<file path="config.mk">
export PLATFORM = sky130hd
export DESIGN_NAME = line_raster_color_interp_unit
export DESIGN_NICKNAME = d
export VERILOG_FILES = /design/src/rtl/core/lrci_pkg.sv /design/src/rtl/core/line_raster_color_interp_unit.sv /design/src/rtl/core/lrci_ctrl.sv /design/src/rtl/core/lrci_datapath.sv
export SDC_FILE = /design/constraint.sdc
export NUM_CORES = 2
export LEC_CHECK = 0
export BUFFER_PORTS_ARGS = -buffer_cell sky130_fd_sc_hd__clkbuf_2
export CAP_MARGIN = 0
export CORE_MARGIN = 1
export CORE_UTILIZATION = 37
export CTS_CLUSTER_SIZE = 40
export DETAILED_ROUTE_END_ITERATION = 7
export HOLD_SLACK_MARGIN = 0.15
export SYNTH_ARGS = -nofsm -noshare
export SYNTH_HDL_FRONTEND = slang
export SYNTH_SLANG_ARGS = --single-unit
</file>
<file path="constraint.sdc">
create_clock -name aclk -period 10.91 [get_ports aclk]
set_clock_uncertainty 0.05 [all_clocks]
set_input_delay 1.091 -clock aclk [delete_from_list [all_inputs] [get_ports aclk]]
set_output_delay 1.091 -clock aclk [all_outputs]
set_load 0.02 [all_outputs]
</file>
<file path="src/rtl/core/lrci_pkg.sv">
// Shared types, constants and field offsets of the line raster colour interpolation unit.
package lrci_pkg;

    localparam int COORD_BITS  = 11;
    localparam int PITCH_BITS  = 12;
    localparam int ADDR_BITS   = 22;
    localparam int COLOUR_BITS = 8;
    localparam int CHANNELS    = 3;
    localparam int ERR_BITS    = COORD_BITS + 2;
    localparam int DIV_CNT_BITS = $clog2(COLOUR_BITS);

    localparam logic [PITCH_BITS-1:0] PITCH_RESET = PITCH_BITS'(640);

    localparam logic KIND_LOAD = 1'b0;
    localparam logic KIND_STEP = 1'b1;

    localparam int S_FIELD_BITS = 4 * COORD_BITS + 2 * CHANNELS * COLOUR_BITS;
    localparam int S_TDATA_BITS = ((S_FIELD_BITS + 7) / 8) * 8;
    localparam int M_FIELD_BITS = 2 * COORD_BITS + ADDR_BITS + CHANNELS * COLOUR_BITS;
    localparam int M_TDATA_BITS = ((M_FIELD_BITS + 7) / 8) * 8;

    localparam int S_START_X_LSB   = 0;
    localparam int S_START_Y_LSB   = COORD_BITS;
    localparam int S_END_X_LSB     = 2 * COORD_BITS;
    localparam int S_END_Y_LSB     = 3 * COORD_BITS;
    localparam int S_START_COL_LSB = 4 * COORD_BITS;
    localparam int S_END_COL_LSB   = 4 * COORD_BITS + CHANNELS * COLOUR_BITS;

    localparam int M_PIXEL_X_LSB = 0;
    localparam int M_PIXEL_Y_LSB = COORD_BITS;
    localparam int M_ADDR_LSB    = 2 * COORD_BITS;
    localparam int M_COLOUR_LSB  = 2 * COORD_BITS + ADDR_BITS;

    typedef enum logic [1:0] {
        ST_IDLE,
        ST_DIVIDE,
        ST_ACTIVE
    } state_t;

    typedef struct packed {
        logic load_line;
        logic div_run;
        logic step_pixel;
    } cmd_t;

    typedef struct packed {
        logic span_zero;
        logic div_done;
        logic is_last;
    } status_t;

    typedef struct packed {
        logic [COORD_BITS-1:0]                 start_x;
        logic [COORD_BITS-1:0]                 start_y;
        logic [COORD_BITS-1:0]                 end_x;
        logic [COORD_BITS-1:0]                 end_y;
        logic [CHANNELS-1:0][COLOUR_BITS-1:0]  start_colour;
        logic [CHANNELS-1:0][COLOUR_BITS-1:0]  end_colour;
    } line_load_t;

endpackage

</file>
<file path="src/rtl/core/line_raster_color_interp_unit.sv">
// Top level of the line raster colour interpolation unit.
//
// The slave channel carries two kinds of beat, told apart by s_tuser. A load beat
// (s_tuser low) gives two endpoints and their colours; it replaces any line in
// progress and gives no result. A step beat (s_tuser high) emits the next pixel of
// the active line on the master channel, with m_tlast on the final pixel; a step
// beat with no active line is taken and gives nothing.
// A load beat is taken and, unless the line has zero length, is followed by a
// division phase in which the three colour steps are divided out one
// quotient bit a cycle; s_tready is low then. Step beats are then taken one per
// cycle, and each pixel appears in the output register the cycle after its beat.
// The single output register sets the rate: when the receiver holds m_tready low,
// s_tready falls once the register is full and the pixel is held unchanged.
// The row pitch is written through cfg_wr_en and cfg_wr_data while the unit is
// idle, a rule for the user that the block does not enforce. Reset clears any
// active line and the output register and sets the row pitch to 640.
module line_raster_color_interp_unit (
    input  logic                                aclk,
    input  logic                                aresetn,
    input  logic                                s_tvalid,
    output logic                                s_tready,
    // start_x, start_y, end_x, end_y, start_red, start_green, start_blue,
    // end_red, end_green, end_blue, zero padding
    input  logic [lrci_pkg::S_TDATA_BITS-1:0]   s_tdata,
    // kind
    input  logic                                s_tuser,
    output logic                                m_tvalid,
    input  logic                                m_tready,
    // pixel_x, pixel_y, pixel_address, red, green, blue, zero padding
    output logic [lrci_pkg::M_TDATA_BITS-1:0]   m_tdata,
    output logic                                m_tlast,
    input  logic                                cfg_wr_en,
    input  logic [lrci_pkg::PITCH_BITS-1:0]     cfg_wr_data
);
    import lrci_pkg::*;

    cmd_t       cmd;
    status_t    status;
    line_load_t load;

    always_comb begin
        load.start_x = s_tdata[S_START_X_LSB +: COORD_BITS];
        load.start_y = s_tdata[S_START_Y_LSB +: COORD_BITS];
        load.end_x   = s_tdata[S_END_X_LSB +: COORD_BITS];
        load.end_y   = s_tdata[S_END_Y_LSB +: COORD_BITS];
        for (int c = 0; c < CHANNELS; c++) begin
            load.start_colour[c] = s_tdata[S_START_COL_LSB + c * COLOUR_BITS +: COLOUR_BITS];
            load.end_colour[c]   = s_tdata[S_END_COL_LSB + c * COLOUR_BITS +: COLOUR_BITS];
        end
    end

    lrci_ctrl u_ctrl (
        .aclk     (aclk),
        .aresetn  (aresetn),
        .s_tvalid (s_tvalid),
        .kind     (s_tuser),
        .m_tready (m_tready),
        .status   (status),
        .s_tready (s_tready),
        .m_tvalid (m_tvalid),
        .cmd      (cmd)
    );

    lrci_datapath u_datapath (
        .aclk        (aclk),
        .aresetn     (aresetn),
        .cmd         (cmd),
        .load        (load),
        .cfg_wr_en   (cfg_wr_en),
        .cfg_wr_data (cfg_wr_data),
        .status      (status),
        .m_tdata     (m_tdata),
        .m_tlast     (m_tlast)
    );

    a_load_blocks_input: assert property (@(posedge aclk) disable iff (!aresetn)
        (cmd.load_line && !status.span_zero) |=> !s_tready)
        else $error("input taken during colour step division");

    a_step_fills_output: assert property (@(posedge aclk) disable iff (!aresetn)
        cmd.step_pixel |=> m_tvalid)
        else $error("stepped pixel not presented");

    a_last_ends_line: assert property (@(posedge aclk) disable iff (!aresetn)
        (cmd.step_pixel && status.is_last) |=> !cmd.step_pixel)
        else $error("pixel stepped after the final pixel of a line");

endmodule

</file>
<file path="src/rtl/core/lrci_ctrl.sv">
// Controller state machine: handshakes, line state and output register valid flag.
module lrci_ctrl (
    input  logic              aclk,
    input  logic              aresetn,
    input  logic              s_tvalid,
    input  logic              kind,
    input  logic              m_tready,
    input  lrci_pkg::status_t status,
    output logic              s_tready,
    output logic              m_tvalid,
    output lrci_pkg::cmd_t    cmd
);
    import lrci_pkg::*;

    state_t state_reg, state_next;
    logic   out_valid_reg, out_valid_next;
    logic   accept;

    assign accept   = s_tvalid && s_tready;
    assign m_tvalid = out_valid_reg;

    always_comb begin
        state_next = state_reg;
        unique case (state_reg) inside
            ST_IDLE, ST_ACTIVE: begin
                if (accept && kind == KIND_LOAD) begin
                    state_next = status.span_zero ? ST_IDLE : ST_DIVIDE;
                end else if (cmd.step_pixel && status.is_last) begin
                    state_next = ST_IDLE;
                end
            end
            ST_DIVIDE: begin
                if (status.div_done) begin
                    state_next = ST_ACTIVE;
                end
            end
            default: state_next = ST_IDLE;
        endcase
    end

    always_comb begin
        s_tready       = 1'b0;
        cmd.load_line  = 1'b0;
        cmd.div_run    = 1'b0;
        cmd.step_pixel = 1'b0;
        unique case (state_reg)
            ST_IDLE: begin
                s_tready      = 1'b1;
                cmd.load_line = s_tvalid && kind == KIND_LOAD;
            end
            ST_DIVIDE: begin
                cmd.div_run = 1'b1;
            end
            ST_ACTIVE: begin
                s_tready       = !out_valid_reg || m_tready;
                cmd.load_line  = accept && kind == KIND_LOAD;
                cmd.step_pixel = accept && kind == KIND_STEP;
            end
            default: s_tready = 1'b0;
        endcase
        if (cmd.step_pixel) begin
            out_valid_next = 1'b1;
        end else if (m_tready) begin
            out_valid_next = 1'b0;
        end else begin
            out_valid_next = out_valid_reg;
        end
    end

    always_ff @(posedge aclk) begin
        if (!aresetn) begin
            state_reg     <= ST_IDLE;
            out_valid_reg <= 1'b0;
        end else begin
            state_reg     <= state_next;
            out_valid_reg <= out_valid_next;
        end
    end

endmodule

</file>
<file path="src/rtl/core/lrci_datapath.sv">
// Datapath: endpoint ordering, colour step divider, Bresenham stepper and pixel output register.
module lrci_datapath (
    input  logic                                aclk,
    input  logic                                aresetn,
    input  lrci_pkg::cmd_t                      cmd,
    input  lrci_pkg::line_load_t                load,
    input  logic                                cfg_wr_en,
    input  logic [lrci_pkg::PITCH_BITS-1:0]     cfg_wr_data,
    output lrci_pkg::status_t                   status,
    output logic [lrci_pkg::M_TDATA_BITS-1:0]   m_tdata,
    output logic                                m_tlast
);
    import lrci_pkg::*;

    localparam int PROD_BITS = COORD_BITS + PITCH_BITS;

    function automatic logic [COORD_BITS-1:0] coord_diff(
        input logic [COORD_BITS-1:0] a,
        input logic [COORD_BITS-1:0] b
    );
        return (a > b) ? a - b : b - a;
    endfunction

    logic [PITCH_BITS-1:0]   pitch_reg;
    logic                    steep_reg;
    logic [COORD_BITS-1:0]   major_pos_reg, major_end_reg, minor_pos_reg;
    logic [COORD_BITS-1:0]   major_span_reg, minor_span_reg;
    logic                    minor_dir_reg;
    logic signed [ERR_BITS-1:0] error_reg;
    logic [DIV_CNT_BITS-1:0] div_cnt_reg;
    logic [CHANNELS-1:0][COLOUR_BITS-1:0] value_reg, dividend_reg, quot_reg;
    logic [CHANNELS-1:0][COORD_BITS-1:0]  rem_reg, accum_reg;
    logic [CHANNELS-1:0]                  dir_reg;

    logic [COORD_BITS-1:0]   pixel_x_reg, pixel_y_reg;
    logic [ADDR_BITS-1:0]    addr_reg;
    logic [CHANNELS-1:0][COLOUR_BITS-1:0] colour_out_reg;
    logic                    last_reg;

    logic [COORD_BITS-1:0]   dx, dy, a0, a1, b0, b1, maj0, maj1, min0, min1, span;
    logic                    steep, swap;
    logic [CHANNELS-1:0][COLOUR_BITS-1:0] ca, cb;

    logic [COORD_BITS-1:0]   px, py;
    logic [PROD_BITS-1:0]    prod;
    logic [PROD_BITS:0]      addr_sum;
    logic [COORD_BITS:0]     major_inc;
    logic signed [ERR_BITS:0] err_sub;
    logic [CHANNELS-1:0][COORD_BITS:0] trial, acc_sum;

    always_comb begin
        dx    = coord_diff(load.start_x, load.end_x);
        dy    = coord_diff(load.start_y, load.end_y);
        steep = dy > dx;
        a0    = steep ? load.start_y : load.start_x;
        b0    = steep ? load.start_x : load.start_y;
        a1    = steep ? load.end_y   : load.end_x;
        b1    = steep ? load.end_x   : load.end_y;
        swap  = a0 > a1;
        maj0  = swap ? a1 : a0;
        maj1  = swap ? a0 : a1;
        min0  = swap ? b1 : b0;
        min1  = swap ? b0 : b1;
        ca    = swap ? load.end_colour : load.start_colour;
        cb    = swap ? load.start_colour : load.end_colour;
        span  = maj1 - maj0;
    end

    always_comb begin
        px        = steep_reg ? minor_pos_reg : major_pos_reg;
        py        = steep_reg ? major_pos_reg : minor_pos_reg;
        prod      = PROD_BITS'(py) * PROD_BITS'(pitch_reg);
        addr_sum  = {1'b0, prod} + (PROD_BITS + 1)'(px);
        major_inc = {1'b0, major_pos_reg} + (COORD_BITS + 1)'(1);
        err_sub   = {error_reg[ERR_BITS-1], error_reg}
                    - $signed((ERR_BITS + 1)'({minor_span_reg, 1'b0}));
        for (int c = 0; c < CHANNELS; c++) begin
            trial[c]   = {rem_reg[c], dividend_reg[c][div_cnt_reg]};
            acc_sum[c] = {1'b0, accum_reg[c]} + {1'b0, rem_reg[c]};
        end
    end

    assign status.span_zero = (span == '0);
    assign status.div_done  = (div_cnt_reg == '0);
    assign status.is_last   = (major_inc == {1'b0, major_end_reg});

    always_ff @(posedge aclk) begin
        if (!aresetn) begin
            pitch_reg   <= PITCH_RESET;
            div_cnt_reg <= '0;
        end else begin
            if (cfg_wr_en) begin
                pitch_reg <= cfg_wr_data;
            end
            if (cmd.load_line) begin
                div_cnt_reg <= DIV_CNT_BITS'(COLOUR_BITS - 1);
            end else if (cmd.div_run) begin
                div_cnt_reg <= div_cnt_reg - DIV_CNT_BITS'(1);
            end
        end
    end

    always_ff @(posedge aclk) begin
        if (cmd.load_line) begin
            steep_reg      <= steep;
            major_pos_reg  <= maj0;
            major_end_reg  <= maj1;
            minor_pos_reg  <= min0;
            minor_dir_reg  <= !(min0 < min1);
            major_span_reg <= span;
            minor_span_reg <= coord_diff(min0, min1);
            error_reg      <= $signed(ERR_BITS'(span));
            for (int c = 0; c < CHANNELS; c++) begin
                value_reg[c]    <= ca[c];
                dir_reg[c]      <= cb[c] < ca[c];
                dividend_reg[c] <= (ca[c] > cb[c]) ? ca[c] - cb[c] : cb[c] - ca[c];
                quot_reg[c]     <= '0;
                rem_reg[c]      <= '0;
                accum_reg[c]    <= '0;
            end
        end else if (cmd.div_run) begin
            for (int c = 0; c < CHANNELS; c++) begin
                if (trial[c] >= {1'b0, major_span_reg}) begin
                    rem_reg[c]  <= COORD_BITS'(trial[c] - {1'b0, major_span_reg});
                    quot_reg[c] <= {quot_reg[c][COLOUR_BITS-2:0], 1'b1};
                end else begin
                    rem_reg[c]  <= COORD_BITS'(trial[c]);
                    quot_reg[c] <= {quot_reg[c][COLOUR_BITS-2:0], 1'b0};
                end
            end
        end else if (cmd.step_pixel) begin
            major_pos_reg <= COORD_BITS'(major_inc);
            if (err_sub < 0) begin
                minor_pos_reg <= minor_dir_reg ? minor_pos_reg - COORD_BITS'(1)
                                               : minor_pos_reg + COORD_BITS'(1);
                error_reg <= ERR_BITS'(err_sub
                             + $signed((ERR_BITS + 1)'({major_span_reg, 1'b0})));
            end else begin
                error_reg <= ERR_BITS'(err_sub);
            end
            for (int c = 0; c < CHANNELS; c++) begin
                if (acc_sum[c] >= {1'b0, major_span_reg}) begin
                    accum_reg[c] <= COORD_BITS'(acc_sum[c] - {1'b0, major_span_reg});
                    value_reg[c] <= dir_reg[c] ? value_reg[c] - quot_reg[c] - 8'd1
                                               : value_reg[c] + quot_reg[c] + 8'd1;
                end else begin
                    accum_reg[c] <= COORD_BITS'(acc_sum[c]);
                    value_reg[c] <= dir_reg[c] ? value_reg[c] - quot_reg[c]
                                               : value_reg[c] + quot_reg[c];
                end
            end
        end
    end

    always_ff @(posedge aclk) begin
        if (cmd.step_pixel) begin
            pixel_x_reg    <= px;
            pixel_y_reg    <= py;
            addr_reg       <= ADDR_BITS'(addr_sum);
            colour_out_reg <= value_reg;
            last_reg       <= status.is_last;
        end
    end

    always_comb begin
        m_tdata = '0;
        m_tdata[M_PIXEL_X_LSB +: COORD_BITS] = pixel_x_reg;
        m_tdata[M_PIXEL_Y_LSB +: COORD_BITS] = pixel_y_reg;
        m_tdata[M_ADDR_LSB +: ADDR_BITS]     = addr_reg;
        for (int c = 0; c < CHANNELS; c++) begin
            m_tdata[M_COLOUR_LSB + c * COLOUR_BITS +: COLOUR_BITS] = colour_out_reg[c];
        end
    end

    assign m_tlast = last_reg;

endmodule
</file>
After elaboration in Yosys (flattened, before gate mapping). Index checks and enable logic that the tools add are counted.

Register bits: 298. Output and inout bits: 75.

Add/sub/neg operators: 41. Equality and inequality tests: 6. Multipliers: 1. $lt $le $gt $ge: 20. Reductions and logical operators: 20. Mux-type cells: 70. Bitwise logic cells: 2.

Operators with widths (number): $mux 11 (30); $sub 11x11->11 (13); $mux 24 (5); $mux 8 (12); $ge 12x11->1 (6); $sub 8x8->8 (9); $gt 11x11->1 (5); $add 11x11->12 (3); $add 8x1->8 const B (3); $add 8x8->8 (3); $gt 8x8->1 (3); $lt 8x8->1 (3); $sub 8x1->8 const B (3); $add 22x11->22 (1); $mul 11x12->22 (1); $lt 14x1->1 const B (1); $sub 13x13->14 (1); $add 13x13->13 (1); $mux 13 (1); $add 11x1->12 const B (1); $eq 12x11->1 (1); $add 11x1->11 const B (1); $logic_not 11->1 (1); $lt 11x11->1 (1); 24 further kinds (51).

Depth between registers and ports, before layout.
Depth in word-level cells: 11. Mapped depth: 57. Gate-level depth less buffers: 49.

Hierarchy. A second synthesis with hierarchy kept.

Cells, all modules: 3705. Area, all modules: 31567.8 µm².

Modules (own cells, without submodules): lrci_datapath (sequential area each 7757.4 µm², area each 31351.3 µm², times used 1, cells each 3682); lrci_ctrl (sequential area each 60.1 µm², area each 216.5 µm², times used 1, cells each 23).

Worst setup path before layout. OpenSTA, ideal clock, no wires.

Path type: in2reg. Start: in s_tdata[12] in the netlist's numbering. End: reg u_datapath.minor_span_reg[10], data pin. Library setup time: 0.264 ns. Stages: 54. Buffers on the path: 7. Required time: 10.596 ns. Setup slack: -1.066 ns. Arrival time: 11.663 ns. Cells stage by stage: inv_1 > ha_1 > nor2b_1 > o21ai_0 > a21boi_0 > o21a_1 > o21a_1 > o21ai_0 > a21boi_0 > o21ai_0 > a21o_1 > nand2_1 > clkbuf_1 > mux2i_1 > nand2_1 > a2111o_1 > o311a_1 > ha_1 > (+18 left out) > a21oi_1 > inv_1 > ha_1 > nor2b_1 > o21ai_0 > a21boi_0 > o21a_1 > o21a_1 > o21ai_0 > a21boi_0 > o211ai_1 > a21oi_1 > clkbuf_1 > mux2_2 > a31oi_1 > o21ai_0 > a221oi_1 > xnor2_1.

Longest elaborated chain between the ends: 8.

RTL lines: from (decl) (line line_raster_color_interp_unit.sv:24) `input logic [lrci_pkg::S_TDATA_BITS-1:0] s_tdata,`; $sub 11x11->11 / $gt 11x11->1 (equally long branches) (line lrci_datapath.sv:21) `return (a > b) ? a - b : b - a;`; $mux 11 (line lrci_datapath.sv:21); $gt 11x11->1 (line lrci_datapath.sv:54) `steep = dy > dx;`; $mux 11, on equally long branches (line lrci_datapath.sv:55, lrci_datapath.sv:57); $gt 11x11->1 (line lrci_datapath.sv:59) `swap = a0 > a1;`; $mux 11, on equally long branches (line lrci_datapath.sv:63, lrci_datapath.sv:62); $sub 11x11->11 / $gt 11x11->1 (equally long branches) (line lrci_datapath.sv:21); $mux 11 (*) (line lrci_datapath.sv:21); to (signal assigned) (line lrci_datapath.sv:111) `minor_span_reg <= coord_diff(min0, min1);`; to (decl) (line lrci_datapath.sv:27) `logic [COORD_BITS-1:0] major_span_reg, minor_span_reg;`.

Every way passes the cells marked *; elsewhere a longest branch is shown, timed or not. A chain may end at the register's enable or synchronous reset.

Worst setup path after layout. Same ends and word-level chain as after synthesis.

==> run metrics <==
post-route minimum period 10.38 ns; DRC viols 0; post-synthesis average cell area 8.46 sq um; largest net degree at the start of global routing 76; site row count 105; Worst-path clk slew 0.05 ns; fmax 0.0964 GHz; YS warnings 0; TritonRoute pass-1 iters 5; clock tree buffer depth 3; Hold Fails Final Rpt 0; WHS Path Cells 2; Worst Path Required 11.15 ns; die width 292 um; number of fill cells 8202; cell mode on critical path o21ai_1; Worst Hold Launch u_datapath.accum_reg[25]; Min-Delay Endpoint u_datapath.accum_reg[25]; endpoints failing setup 0; crit path DAT 10.62 ns; outcome finished, final reports clean; port bufs 180; Startpoint Class input pin; TritonCTS Buffers 39; die footprint 85000 sq um; via count 26235; grt total ovfl 0; Register Area 7820 sq um; final non-filler cell total 4997; via count of the first global-routing pass 25252; CP Class in2reg; CP max-delay cell a2111o_1; worst reg-to-reg path cell count 28; Slew @ Worst Pin 1.16 ns; Crit Reg-Reg Endpoint u_datapath.addr_reg[21]; core footprint 82500 sq um; Die Y 292 um; antenna violation net count after detailed routing 0; Synth cell types 84; post-synthesis async set-or-reset flop share 0%; leading cell type in the layout, fill and taps excluded inv_1; Starting DRT DRC Count 1533; most frequent cells in the layout inv_1 (375), nand2_1 (342), ha_1 (330); Worst Path Buf+Inv 7; Main synth FF type edfxtp_1; Post-synth EDFFs 187; Final nets 4462; # clock sinks 297; Slew HR 22.2%; dpl ws -0.230 ns; CTS tree done; first-pass GRT wire length 138000 um; Inst Count DP 4913; post-layout util 42.7%; WL per Instance 17.4 um; H-tree levels 2; min setup slack post-route 0.535 ns; Final Max Slew Viols 0; Starting Density 37.6%; CP max FO 10; Seq/Total Area, Yosys 25.2%; Mapped Area 31000 sq um; reg-to-reg startpoint u_datapath.steep_reg; Via density 5.25; initial antenna violation count 5; Routed WL 87100 um; Synth Instances 3665; crit share post-route 95.1%; Ports 189; Critical Path End Type register; max cap viols 0; Final Wtd Congestion 0.890; clk root buf clkbuf_16; DP HPWL 67500 um; hold crit path type reg2reg; Area growth, synth to finish 13.7%; All-Layer GR Usage 20.2%; fraction of layout cells with a size suffix above 1 12.8%; reg-to-reg slack, setup 4.08 ns; Crit path largest cell delay 0.41 ns; clock network latency to the later pin of the worst-skew pair 0.57 ns; synthesis-stage register bit count 297; Multi-input gate area 21400 sq um; Top delay family on crit path compound AO/OA/AOI/OAI gates
-- Yosys cell counts (65+ instances only) --
library cell	count	share of area (%)
dfxtp_1	110	7.1
mux2i_1	88	2.8
nand2_1	344	4.2
xor2_1	65	1.8
clkbuf_1	116	1.4
nor2b_1	66	1.3
ha_1	330	13
o21ai_0	221	3.6
inv_1	378	4.6
nand3_1	87	1.4
a21oi_1	304	4.9
nor2_1	293	3.5
fa_1	123	7.9
edfxtp_1	187	18
xnor2_1	205	5.8
a21o_1	77	1.9
and2_1	71	1.4
-- worst reg2reg max path: cells and delay by family (launching register included) --
| kind | cells | cell delay (ns) |
|---|---|---|
| XOR/XNOR | 1 | 0.12 |
| AND/OR/NAND/NOR | 3 | 0.40 |
| buffers and inverters | 6 | 0.56 |
| multiplexers | 1 | 0.56 |
| AO/OA/AOI/OAI | 11 | 2.41 |
| flip-flops | 1 | 0.32 |
| adder cells (fa/ha/maj) | 6 | 2.18 |
-- how the worst max path moves through the flow --
stage / start / end / slack, ns / depth (start not counted)
global route: s_tdata[12] / u_datapath.minor_span_reg[10] / -0.03 / 51
CTS: s_tdata[1] / u_datapath.minor_span_reg[10] / 0.28 / 49
global placement: s_tdata[1] / u_datapath.minor_span_reg[10] / -0.19 / 50
detailed placement: s_tdata[1] / u_datapath.minor_span_reg[10] / -0.23 / 51
floorplan: s_tdata[12] / u_datapath.minor_span_reg[10] / 0.02 / 57
finish: s_tdata[12] / u_datapath.minor_span_reg[10] / 0.53 / 52
-- cell type report --
| cell class | count | area share (%) |
|---|---|---|
| multi-input cells | 2841 | 60.6 |
| flip-flops and latches | 297 | 22.2 |
| diodes | 2 | 0.0142 |
| clock inverters | 23 | 0.571 |
| clock buffers | 48 | 2.89 |
| well taps | 1070 | 3.80 |
| inverters | 380 | 4.06 |
| repair buffers | 336 | 5.92 |
-- timing repair --
action / in CTS / in global routing
buffers inserted: 0 / 10
endpoints found under the setup margin: 0 / 9
gates resized for setup: 0 / 26
hold buffers: 0 / 0
-- routing by layer --
layer | part of all wire [%] | track usage, % | vias up
li1 | - | - | 13151
met1 | 48 | 28.5 | 12483
met2 | 46 | 33.0 | 511
met3 | 4.6 | 2.32 | 90
met4 | 1.6 | 4.26 | 0
met5 | 0 | 0 | -
-- cells by family after synthesis --
| kind of cell | share of synthesized area, % |
|---|---|
| AOI/OAI and AO/OA | 18.3 |
| buffers and inverters | 6.52 |
| and+or+nand+nor | 15.7 |
| xor gates and xnor gates | 7.73 |
| DFF | 25.2 |
| other | 0.0121 |
| muxes | 4.42 |
| adders and majority gates | 22.1 |
-- per-stage QoR --
| step | TNS, ns | hold WS [ns] | cell area (sq um) |
|---|---|---|---|
| after CTS | 0 | 0.417 | 35100 |
| after detailed placement | -0.338 | 0.404 | 33900 |
| after global routing | -0.0343 | 0.436 | 35300 |
| final | 0 | 0.407 | 35300 |
| after global placement | -0.256 | 0.393 | 33900 |
| after floorplan | 0 | 0.382 | 31100 |
Power is not shown: default switching activity piles up to over one toggle a cycle in this logic, so the estimate is an artifact.
